File: src/hw/rtl/i2c_ets_pkg.sv
// Shared types and constants for the I2C EEPROM transaction sequencer.
// No dependencies; every module of the block imports this package.
package i2c_ets_pkg;

  // Defaults for the top-level parameters
  localparam int COUNT_WIDTH_DEF = 16;  // byte counter width, 8..32
  localparam int QUEUE_DEPTH_DEF = 2;   // front/back queue depth, 2 or more

  localparam logic [3:0] DEV_TYPE_RESET = 4'hA;
  localparam logic [3:0] STATUS_OK      = 4'h0;
  localparam logic       RW_WRITE       = 1'b0;
  localparam logic       RW_READ        = 1'b1;

  // Transaction kinds as carried in op_kind
  localparam logic [1:0] OP_READ  = 2'd0;
  localparam logic [1:0] OP_WRITE = 2'd1;
  localparam logic [1:0] OP_POLL  = 2'd2;

  // tuser of the input stream
  localparam logic REQ_NEW  = 1'b0;
  localparam logic REQ_DONE = 1'b1;

  typedef enum logic [3:0] {
    PH_IDLE     = 4'd0,
    PH_START    = 4'd1,
    PH_CTRL     = 4'd2,
    PH_ADDR_HI  = 4'd3,
    PH_ADDR_LO  = 4'd4,
    PH_RESTART  = 4'd5,
    PH_RD_CTRL  = 4'd6,
    PH_READ     = 4'd7,
    PH_ACK      = 4'd8,
    PH_NAK      = 4'd9,
    PH_DATA     = 4'd10,
    PH_STOP     = 4'd11
  } phase_e;

  typedef enum logic [2:0] {
    CMD_NONE    = 3'd0,
    CMD_START   = 3'd1,
    CMD_RESTART = 3'd2,
    CMD_WRITE   = 3'd3,
    CMD_READ    = 3'd4,
    CMD_ACK     = 3'd5,
    CMD_NAK     = 3'd6,
    CMD_STOP    = 3'd7
  } cmd_e;

  // Item class decided by the front
  typedef enum logic [1:0] {
    KIND_REQ = 2'd0,  // valid transaction request
    KIND_CPL = 2'd1,  // primitive completion
    KIND_NOP = 2'd2   // request with an unknown op kind
  } item_kind_e;

  // Input tdata layout, lowest field last
  typedef struct packed {
    logic [5:0]  pad;
    logic [7:0]  tx_byte;
    logic [7:0]  rx_byte;
    logic [3:0]  prim_status;
    logic [15:0] byte_count;
    logic        short_addr;
    logic [15:0] mem_addr;
    logic [2:0]  chip_select;
    logic [1:0]  op_kind;
  } in_data_t;

  // Output tdata layout, lowest field last
  typedef struct packed {
    logic [0:0]  pad;
    logic [3:0]  txn_status;
    logic [7:0]  read_data;
    logic [7:0]  prim_byte;
    logic [2:0]  prim_cmd;
  } out_data_t;

  // Entry of the queue between front and back
  typedef struct packed {
    item_kind_e  kind;
    logic [1:0]  op_kind;
    logic [2:0]  chip_select;
    logic [15:0] mem_addr;
    logic        short_addr;
    logic [15:0] byte_count;
    logic [3:0]  prim_status;
    logic [7:0]  rx_byte;
    logic [7:0]  tx_byte;
  } item_t;

  // Queue status toward the front and back
  typedef struct packed {
    logic full;
    logic empty;
  } queue_stat_t;

endpackage

File: src/hw/rtl/i2c_ets_front.sv
// Front of the sequencer: accepts stream items, classifies them, pushes them.
// Depends on i2c_ets_pkg.
module i2c_ets_front import i2c_ets_pkg::*; (
  input  logic        s_axis_tvalid,
  output logic        s_axis_tready,
  input  in_data_t    s_axis_tdata,
  input  logic        s_axis_tuser,
  input  queue_stat_t qstat_i,
  output logic        push_o,
  output item_t       push_item_o
);

  assign s_axis_tready = !qstat_i.full;
  assign push_o        = s_axis_tvalid && !qstat_i.full;

  always_comb begin
    push_item_o.op_kind     = s_axis_tdata.op_kind;
    push_item_o.chip_select = s_axis_tdata.chip_select;
    push_item_o.mem_addr    = s_axis_tdata.mem_addr;
    push_item_o.short_addr  = s_axis_tdata.short_addr;
    push_item_o.byte_count  = s_axis_tdata.byte_count;
    push_item_o.prim_status = s_axis_tdata.prim_status;
    push_item_o.rx_byte     = s_axis_tdata.rx_byte;
    push_item_o.tx_byte     = s_axis_tdata.tx_byte;
    // Drop unknown op kinds here so the back sees a plain no-op
    if (s_axis_tuser == REQ_DONE) begin
      push_item_o.kind = KIND_CPL;
    end else if (s_axis_tdata.op_kind == OP_READ || s_axis_tdata.op_kind == OP_WRITE ||
                 s_axis_tdata.op_kind == OP_POLL) begin
      push_item_o.kind = KIND_REQ;
    end else begin
      push_item_o.kind = KIND_NOP;
    end
  end

endmodule

File: src/hw/rtl/i2c_ets_queue.sv
// Short register queue between the front and back of the sequencer.
// Depends on i2c_ets_pkg for the entry type.
module i2c_ets_queue import i2c_ets_pkg::*; #(
  parameter int Depth = QUEUE_DEPTH_DEF
) (
  input  logic        clk_i,
  input  logic        rst_ni,
  input  logic        push_i,
  input  item_t       push_item_i,
  input  logic        pop_i,
  output item_t       head_o,
  output queue_stat_t qstat_o
);

  localparam int PtrW = $clog2(Depth);
  localparam int CntW = $clog2(Depth + 1);
  localparam logic [PtrW-1:0] LastPtr = PtrW'(Depth - 1);
  localparam logic [CntW-1:0] FullCnt = CntW'(Depth);

  item_t           mem_q [Depth];
  logic [PtrW-1:0] wr_ptr_q, wr_ptr_d;
  logic [PtrW-1:0] rd_ptr_q, rd_ptr_d;
  logic [CntW-1:0] cnt_q, cnt_d;

  assign qstat_o.full  = (cnt_q == FullCnt);
  assign qstat_o.empty = (cnt_q == '0);
  assign head_o        = mem_q[rd_ptr_q];

  always_comb begin
    wr_ptr_d = wr_ptr_q;
    rd_ptr_d = rd_ptr_q;
    cnt_d    = cnt_q;
    if (push_i) begin
      wr_ptr_d = (wr_ptr_q == LastPtr) ? '0 : wr_ptr_q + 1'b1;
    end
    if (pop_i) begin
      rd_ptr_d = (rd_ptr_q == LastPtr) ? '0 : rd_ptr_q + 1'b1;
    end
    if (push_i && !pop_i) begin
      cnt_d = cnt_q + 1'b1;
    end else if (pop_i && !push_i) begin
      cnt_d = cnt_q - 1'b1;
    end
  end

  always_ff @(posedge clk_i or negedge rst_ni) begin
    if (!rst_ni) begin
      wr_ptr_q <= '0;
      rd_ptr_q <= '0;
      cnt_q    <= '0;
    end else begin
      wr_ptr_q <= wr_ptr_d;
      rd_ptr_q <= rd_ptr_d;
      cnt_q    <= cnt_d;
    end
  end

  always_ff @(posedge clk_i) begin
    if (push_i) begin
      mem_q[wr_ptr_q] <= push_item_i;
    end
  end

endmodule

File: src/hw/rtl/i2c_ets_back.sv
// Back of the sequencer: transaction state machine and output register.
// Depends on i2c_ets_pkg.
module i2c_ets_back import i2c_ets_pkg::*; #(
  parameter int CountWidth = COUNT_WIDTH_DEF
) (
  input  logic        clk_i,
  input  logic        rst_ni,
  input  logic [3:0]  dev_type_i,
  input  item_t       head_i,
  input  queue_stat_t qstat_i,
  output logic        pop_o,
  output logic        m_axis_tvalid,
  input  logic        m_axis_tready,
  output out_data_t   m_axis_tdata,
  output logic        m_axis_tuser,
  output logic        m_axis_tlast
);

  phase_e                phase_q, phase_d;
  logic [1:0]            kind_q, kind_d;
  logic [2:0]            sel_q, sel_d;
  logic [15:0]           addr_q, addr_d;
  logic                  short_q, short_d;
  logic [CountWidth-1:0] total_q, total_d;
  logic [CountWidth-1:0] done_q, done_d;

  logic                  out_valid_q, out_valid_d;
  out_data_t             out_data_q, out_data_d;
  logic                  out_rvalid_q, out_rvalid_d;
  logic                  out_last_q, out_last_d;

  logic                  fail;
  logic                  is_cpl;
  logic [CountWidth-1:0] done_inc;
  logic                  more_now;
  logic                  more_inc;
  logic [7:0]            ctrl_wr;
  logic [7:0]            ctrl_rd;

  assign pop_o    = !qstat_i.empty && (!out_valid_q || m_axis_tready);
  assign fail     = (head_i.prim_status != STATUS_OK);
  assign is_cpl   = (head_i.kind == KIND_CPL);
  assign done_inc = done_q + 1'b1;
  assign more_now = (done_q < total_q);
  assign more_inc = (done_inc < total_q);
  assign ctrl_wr  = {dev_type_i, sel_q, RW_WRITE};
  assign ctrl_rd  = {dev_type_i, sel_q, RW_READ};

  // Next phase
  always_comb begin
    phase_d = phase_q;
    if (head_i.kind == KIND_REQ) begin
      phase_d = PH_START;
    end else if (is_cpl) begin
      unique case (phase_q)
        PH_IDLE:    phase_d = PH_IDLE;
        PH_START:   phase_d = fail ? PH_IDLE : PH_CTRL;
        PH_CTRL: begin
          if (fail)                 phase_d = PH_IDLE;
          else if (kind_q == OP_POLL) phase_d = PH_STOP;
          else if (short_q)         phase_d = PH_ADDR_LO;
          else                      phase_d = PH_ADDR_HI;
        end
        PH_ADDR_HI: phase_d = fail ? PH_IDLE : PH_ADDR_LO;
        PH_ADDR_LO: begin
          if (fail)                 phase_d = PH_IDLE;
          else if (kind_q == OP_READ) phase_d = PH_RESTART;
          else if (more_now)        phase_d = PH_DATA;
          else                      phase_d = PH_STOP;
        end
        PH_RESTART: phase_d = fail ? PH_IDLE : PH_RD_CTRL;
        PH_RD_CTRL: phase_d = fail ? PH_IDLE : (more_now ? PH_READ : PH_NAK);
        PH_READ:    phase_d = fail ? PH_IDLE : (more_inc ? PH_ACK : PH_NAK);
        PH_ACK:     phase_d = PH_READ;
        PH_NAK:     phase_d = PH_STOP;
        PH_DATA:    phase_d = fail ? PH_IDLE : (more_inc ? PH_DATA : PH_STOP);
        PH_STOP:    phase_d = PH_IDLE;
        default:    phase_d = PH_IDLE;
      endcase
    end
  end

  // Result of the item at the queue head
  always_comb begin
    out_data_d   = '0;
    out_rvalid_d = 1'b0;
    out_last_d   = 1'b0;
    if (head_i.kind == KIND_REQ) begin
      out_data_d.prim_cmd = CMD_START;
    end else if (is_cpl) begin
      if (fail && (phase_q == PH_START || phase_q == PH_CTRL || phase_q == PH_ADDR_HI ||
                   phase_q == PH_ADDR_LO || phase_q == PH_RESTART ||
                   phase_q == PH_RD_CTRL || phase_q == PH_READ || phase_q == PH_DATA)) begin
        // Abort without a stop and pass the failing status on
        out_last_d            = 1'b1;
        out_data_d.txn_status = head_i.prim_status;
      end else begin
        unique case (phase_q)
          PH_START: begin
            out_data_d.prim_cmd  = CMD_WRITE;
            out_data_d.prim_byte = ctrl_wr;
          end
          PH_CTRL: begin
            if (kind_q == OP_POLL) begin
              out_data_d.prim_cmd = CMD_STOP;
            end else begin
              out_data_d.prim_cmd  = CMD_WRITE;
              out_data_d.prim_byte = short_q ? addr_q[7:0] : addr_q[15:8];
            end
          end
          PH_ADDR_HI: begin
            out_data_d.prim_cmd  = CMD_WRITE;
            out_data_d.prim_byte = addr_q[7:0];
          end
          PH_ADDR_LO: begin
            if (kind_q == OP_READ) begin
              out_data_d.prim_cmd = CMD_RESTART;
            end else if (more_now) begin
              out_data_d.prim_cmd  = CMD_WRITE;
              out_data_d.prim_byte = head_i.tx_byte;
            end else begin
              out_data_d.prim_cmd = CMD_STOP;
            end
          end
          PH_RESTART: begin
            out_data_d.prim_cmd  = CMD_WRITE;
            out_data_d.prim_byte = ctrl_rd;
          end
          PH_RD_CTRL: out_data_d.prim_cmd = more_now ? CMD_READ : CMD_NAK;
          PH_READ: begin
            out_data_d.prim_cmd  = more_inc ? CMD_ACK : CMD_NAK;
            out_data_d.read_data = head_i.rx_byte;
            out_rvalid_d         = 1'b1;
          end
          PH_ACK:  out_data_d.prim_cmd = CMD_READ;
          PH_NAK:  out_data_d.prim_cmd = CMD_STOP;
          PH_DATA: begin
            if (more_inc) begin
              out_data_d.prim_cmd  = CMD_WRITE;
              out_data_d.prim_byte = head_i.tx_byte;
            end else begin
              out_data_d.prim_cmd = CMD_STOP;
            end
          end
          PH_STOP: out_last_d = 1'b1;  // stop status is ignored
          default: out_data_d = '0;
        endcase
      end
    end
  end

  // Transaction context and byte counter
  always_comb begin
    kind_d  = kind_q;
    sel_d   = sel_q;
    addr_d  = addr_q;
    short_d = short_q;
    total_d = total_q;
    done_d  = done_q;
    if (head_i.kind == KIND_REQ) begin
      kind_d  = head_i.op_kind;
      sel_d   = head_i.chip_select;
      addr_d  = head_i.mem_addr;
      short_d = head_i.short_addr;
      total_d = CountWidth'(head_i.byte_count);
      done_d  = '0;
    end else if (is_cpl && !fail && (phase_q == PH_READ || phase_q == PH_DATA)) begin
      done_d = done_inc;
    end
  end

  assign out_valid_d = pop_o || (out_valid_q && !m_axis_tready);

  always_ff @(posedge clk_i or negedge rst_ni) begin
    if (!rst_ni) begin
      phase_q     <= PH_IDLE;
      kind_q      <= '0;
      sel_q       <= '0;
      addr_q      <= '0;
      short_q     <= 1'b0;
      total_q     <= '0;
      done_q      <= '0;
      out_valid_q <= 1'b0;
    end else begin
      out_valid_q <= out_valid_d;
      if (pop_o) begin
        phase_q <= phase_d;
        kind_q  <= kind_d;
        sel_q   <= sel_d;
        addr_q  <= addr_d;
        short_q <= short_d;
        total_q <= total_d;
        done_q  <= done_d;
      end
    end
  end

  always_ff @(posedge clk_i) begin
    if (pop_o) begin
      out_data_q   <= out_data_d;
      out_rvalid_q <= out_rvalid_d;
      out_last_q   <= out_last_d;
    end
  end

  assign m_axis_tvalid = out_valid_q;
  assign m_axis_tdata  = out_data_q;
  assign m_axis_tuser  = out_rvalid_q;
  assign m_axis_tlast  = out_last_q;

endmodule

File: src/hw/rtl/i2c_eeprom_transaction_sequencer.sv
// Serial EEPROM transaction sequencer over a byte-level I2C master engine.
// Each accepted item is written to the queue; its result is then registered in the back output register.
// Throughput: one item per cycle while m_axis_tready holds; the back state machine updates once per item.
// Reset (rst_ni low, asynchronous): idle phase, empty queue, no result pending,
// device type code back to 0xA. Depends on i2c_ets_pkg and the front, queue, back.
module i2c_eeprom_transaction_sequencer import i2c_ets_pkg::*; #(
  parameter int COUNT_WIDTH = COUNT_WIDTH_DEF,  // byte counter width, 8..32
  parameter int QUEUE_DEPTH = QUEUE_DEPTH_DEF   // items buffered between front and back
) (
  input  logic        clk_i,
  input  logic        rst_ni,
  // Configuration: device type code, upper nibble of the control byte
  input  logic        cfg_we_i,
  input  logic [3:0]  cfg_wdata_i,
  // Input items
  input  logic        s_axis_tvalid,
  output logic        s_axis_tready,
  // tdata from bit 0: op_kind[1:0], chip_select[4:2], mem_addr[20:5],
  // short_addr[21], byte_count[37:22], prim_status[41:38], rx_byte[49:42],
  // tx_byte[57:50], zero pad[63:58]
  input  logic [63:0] s_axis_tdata,
  // tuser: req_type (0 new request, 1 primitive completion)
  input  logic        s_axis_tuser,
  // Result items
  output logic        m_axis_tvalid,
  input  logic        m_axis_tready,
  // tdata from bit 0: prim_cmd[2:0], prim_byte[10:3], read_data[18:11],
  // txn_status[22:19], zero pad[23]
  output logic [23:0] m_axis_tdata,
  // tuser: read_valid
  output logic        m_axis_tuser,
  // tlast: txn_done, transaction finished or aborted on this item
  output logic        m_axis_tlast
);

  logic [3:0]  dev_type_q;
  logic        push;
  item_t       push_item;
  logic        pop;
  item_t       head;
  queue_stat_t qstat;
  out_data_t   out_data;

  // Configuration register; the user must write it only while the block is idle, the block does not enforce this
  always_ff @(posedge clk_i or negedge rst_ni) begin
    if (!rst_ni) begin
      dev_type_q <= DEV_TYPE_RESET;
    end else if (cfg_we_i) begin
      dev_type_q <= cfg_wdata_i;
    end
  end

  // Front: accept and classify items, drop unknown op kinds to a no-op
  i2c_ets_front u_front (
    .s_axis_tvalid (s_axis_tvalid),
    .s_axis_tready (s_axis_tready),
    .s_axis_tdata  (in_data_t'(s_axis_tdata)),
    .s_axis_tuser  (s_axis_tuser),
    .qstat_i       (qstat),
    .push_o        (push),
    .push_item_o   (push_item)
  );

  // Queue: lets the input keep flowing while a result waits downstream
  i2c_ets_queue #(
    .Depth (QUEUE_DEPTH)
  ) u_queue (
    .clk_i       (clk_i),
    .rst_ni      (rst_ni),
    .push_i      (push),
    .push_item_i (push_item),
    .pop_i       (pop),
    .head_o      (head),
    .qstat_o     (qstat)
  );

  // Back: advance the transaction phase and register one result per item
  i2c_ets_back #(
    .CountWidth (COUNT_WIDTH)
  ) u_back (
    .clk_i         (clk_i),
    .rst_ni        (rst_ni),
    .dev_type_i    (dev_type_q),
    .head_i        (head),
    .qstat_i       (qstat),
    .pop_o         (pop),
    .m_axis_tvalid (m_axis_tvalid),
    .m_axis_tready (m_axis_tready),
    .m_axis_tdata  (out_data),
    .m_axis_tuser  (m_axis_tuser),
    .m_axis_tlast  (m_axis_tlast)
  );

  assign m_axis_tdata = 24'(out_data);

endmodule

File: config.mk
export PLATFORM = sky130hd
export DESIGN_NAME = i2c_eeprom_transaction_sequencer
export DESIGN_NICKNAME = d
export VERILOG_FILES = /design/src/hw/rtl/i2c_ets_pkg.sv /design/src/hw/rtl/i2c_ets_front.sv /design/src/hw/rtl/i2c_ets_queue.sv /design/src/hw/rtl/i2c_ets_back.sv /design/src/hw/rtl/i2c_eeprom_transaction_sequencer.sv
export SDC_FILE = /design/constraint.sdc
export NUM_CORES = 1
export LEC_CHECK = 0
export BUFFER_PORTS_ARGS = -buffer_cell sky130_fd_sc_hd__buf_4
export CAP_MARGIN = 20
export CELL_PAD_IN_SITES_DETAIL_PLACEMENT = 1
export CELL_PAD_IN_SITES_GLOBAL_PLACEMENT = 2
export CORE_MARGIN = 2
export CORE_UTILIZATION = 30
export CTS_CLUSTER_DIAMETER = 60
export CTS_CLUSTER_SIZE = 20
export DETAILED_ROUTE_END_ITERATION = 12
export PLACE_DENSITY = 0.65
export SLEW_MARGIN = 20
export SYNTH_ARGS = -nofsm -noshare
export SYNTH_HDL_FRONTEND = slang
export SYNTH_SLANG_ARGS = --single-unit
File: constraint.sdc
create_clock -name clk_i -period 10.05 [get_ports clk_i]
set_clock_uncertainty 0.1 [all_clocks]
set_input_delay 2.01 -clock clk_i [delete_from_list [all_inputs] [get_ports clk_i]]
set_output_delay 2.01 -clock clk_i [all_outputs]
set_load 0.05 [all_outputs]
==> results_dict.tcl <==
set metrics [dict create \
    status "finished clean" \
    finalCritPeriodShare_pct 39.4 \
    r2r_cells 10 \
    fin_nets 924 \
    hp-start "u_back.total_q[15]" \
    synth_nets 832 \
    routabilityCongestion 0.763 \
    grt_pass1_wl_um 35600 \
    cts_buffers 21 \
    period_needed_ps 3960 \
    post-dp-hpwl_um 14600 \
    grt_max_degree 81 \
    criticalPathCategory "reg2reg" \
    area_delta_synth_final_pct 18.9 \
    diodes 0 \
    ios 102 \
    relSlewSlack_pct 37.0 \
    rows 64 \
    cts_tree "done" \
    rsz0062_at_grt "no" \
    r2r_slack_ps 6090 \
    async_reset_ff_share_pct 31.6 \
    grt-ovfl-total 0 \
    r2r-start "u_back.done_q[2]" \
    synth_cell_type_count 67 \
    htreeDepth 1 \
    yosysWarningCount 0 \
    ir_worst_vdd_uv 114 \
    ys.flop_type "edfxtp_1" \
    ctsHoldBuffers 0 \
    synthCells 726 \
    insertion_delay_ps 500 \
    rr_endpoint "u_back.m_axis_tdata[6]" \
    hold_end "u_back.total_q[15]" \
    coreArea_um2 30800 \
    first_iter_violations 264 \
    path_cells "nand3_1, nor4_2, and3_1, xor2_1, ha_1, nand4_1, or4_1, o211a_1, a22o_2, o2bb2ai_1" \
    clkSlewWorstSetupHoldPaths_ps 70 \
    cts.repair.resized 0 \
    arrival_ps 4100 \
    ant_nets 0 \
    power.density_nw_per_um2 262 \
    initial_core_util_pct 30.6 \
    crit_path_end_kind "flip-flop" \
    grt_usage_pct 13.5 \
    synth_most_common_cell "edfxtp_1" \
    yosysSeqAreaShare_pct 63.9 \
    critPathSlowestCell "nor4_2" \
    num_vias 5951 \
    synthesis.area_um2 9440 \
    synth_edf_count 145 \
    antenna_found_initial 0 \
    fill_cells 3224 \
    crit_required_ps 10190 \
    fin_hold_ws_ps 385 \
    cp_max_fo 8 \
    grt_pass1_vias 6409 \
    drt-total-wl_um 22000 \
    setup_viol 0 \
    holdPathStages 2 \
    hold_path.class "reg2reg" \
    cts.path.max_buffers 3 \
    ys_seq_elements 212 \
    synth_top_area_cell "edfxtp_1" \
    drc 0 \
    yosys.area.top_type_share_pct 46.1 \
    post_cts_buffers 0 \
    firstDrtPassIters 8 \
    die_area_um2 32900 \
    post_drt_wl_per_cell_um 17.9 \
    cts.sinks 212 \
    setup-tns-final_ps 0 \
    die_x_um 181 \
    total_power_uw 2950 \
    leakage_uw 0.00447 \
    synth.avg_cell_area_um2 13.0 \
    max_freq_ghz 0.252 \
    maxSlewViolCount 0 \
    cts_root_buf "clkbuf_16" \
    chipHeight_um 181 \
    tightest_slew_ps 944 \
    synth_common_cells "edfxtp_1, nand2_1, dfrtp_1" \
    yosys-top-cells-area "edfxtp_1, dfrtp_1, mux2i_1, ha_1, o21ai_0" \
    cp-start-kind "flip-flop" \
    hold_viol 0 \
    final_layout_size_suffix_gt1_share_pct 20.0 \
    worst_path_largest_cell_delay_ps 610 \
    io_buffers 94 \
    maxCapViolCount 0 \
    via_per_inst 4.85 \
]
[worst max path at each step]
stage | from | end | slack (ps) | cells past startpoint
2_1_floorplan | s_axis_tvalid | u_queue.mem_q[0][0] | 4840 | 2
3_3_place_gp | m_axis_tready | u_back.done_q[7] | 5930 | 9
3_5_place_dp | m_axis_tready | u_back.done_q[7] | 5900 | 9
4_1_cts | u_back.done_q[2] | u_back.m_axis_tdata[6] | 6060 | 10
5_1_grt | u_back.done_q[2] | u_back.m_axis_tdata[9] | 5840 | 10
6_report | u_back.done_q[2] | u_back.m_axis_tdata[6] | 6090 | 10
[cells by family after synthesis]
group                    count (synthesis)  synth area share, %
buffers and inverters                   56                 2.61
flip-flops                             212                 63.9
other                                    1               0.0397
AND/OR/NAND/NOR                        186                 9.44
AO/OA/AOI/OAI                          157                 11.2
adder cells (fa/ha/maj)                 32                 4.24
multiplexers                            63                 6.84
XOR/XNOR                                19                 1.76
[area by class of cell]
type                    count  area (um2)  area share, %
flip-flops and latches    212        6040           53.8
multi-input cells         458        3180           28.3
repair buffers            100         751           6.69
clock buffers              25         541           4.81
well taps                 396         495           4.41
clock inverters            12         130           1.16
inverters                  25        93.8          0.836
[through the flow]
step / area [um2] / setup WS (ps) / std cells / utilization, %
after floorplan: 9440 / 4840 / 726 / -
after global placement: 10600 / 5930 / 1191 / 34.2
after detailed placement: 10600 / 5900 / 1191 / 34.2
after CTS: 11200 / 6060 / 1228 / 36.4
after global routing: 11200 / 5840 / 1228 / 36.4
final: 11200 / 6090 / 1228 / 36.4
[metal layers]
| metal | track usage (%) | vias to the layer above | routed length [um] |
|---|---|---|---|
| li1 | - | 2888 | - |
| met5 | 0 | - | 0 |
| met2 | 23.1 | 81 | 10700 |
| met1 | 18.1 | 2959 | 10200 |
| met3 | 1.91 | 23 | 713 |
| met4 | 3.51 | 0 | 425 |
[critical path, delay by kind of cell (launching register included)]
| family | cells | cell delay (ps) |
|---|---|---|
| DFF | 1 | 470 |
| AOI/OAI and AO/OA | 3 | 780 |
| adders and majority gates | 1 | 300 |
| and+or+nand+nor | 5 | 1960 |
| xor gates and xnor gates | 1 | 100 |
[state kept, by name, summed over array words and instances, names as in the netlist]
register	flops
u_queue.mem_q	120
u_back.m_axis_tdata	23
u_back.addr_q	16
u_back.done_q	16
u_back.total_q	16
dev_type_q	4
u_back.phase_q	4
u_back.sel_q	3
u_back.kind_q	2
u_queue.cnt_q	2
u_back.m_axis_tlast	1
u_back.m_axis_tuser	1
u_back.m_axis_tvalid	1
u_back.short_q	1
u_queue.rd_ptr_q	1
u_queue.wr_ptr_q	1
[report_power, final]
| part | leakage (uW) | switching [uW] | internal (uW) |
|---|---|---|---|
| logic | 0.00192 | 555 | 288 |
| registers | 0.00222 | 127 | 1200 |
| clock network | 0.000331 | 366 | 408 |
[layout by cell type, fill, tap and decap left out, drive strengths merged, types with 7 or more instances in the layout]
master | netlist | routed
a21oi | 24 | 24
a222oi | 7 | 7
buf | 15 | 100
clkbuf | 16 | 25
dfrtp | 65 | 65
edfxtp | 145 | 145
ha | 32 | 32
inv | 25 | 34
mux2 | 12 | 12
mux2i | 51 | 51
nand2 | 66 | 66
nand2b | 13 | 13
nand3 | 18 | 18
nor2 | 46 | 46
nor2b | 8 | 8
nor3 | 14 | 14
o21ai | 71 | 71
o2bb2ai | 8 | 8
o31ai | 8 | 8
xnor2 | 10 | 10
xor2 | 9 | 9
(Power assumes the default switching activity.)
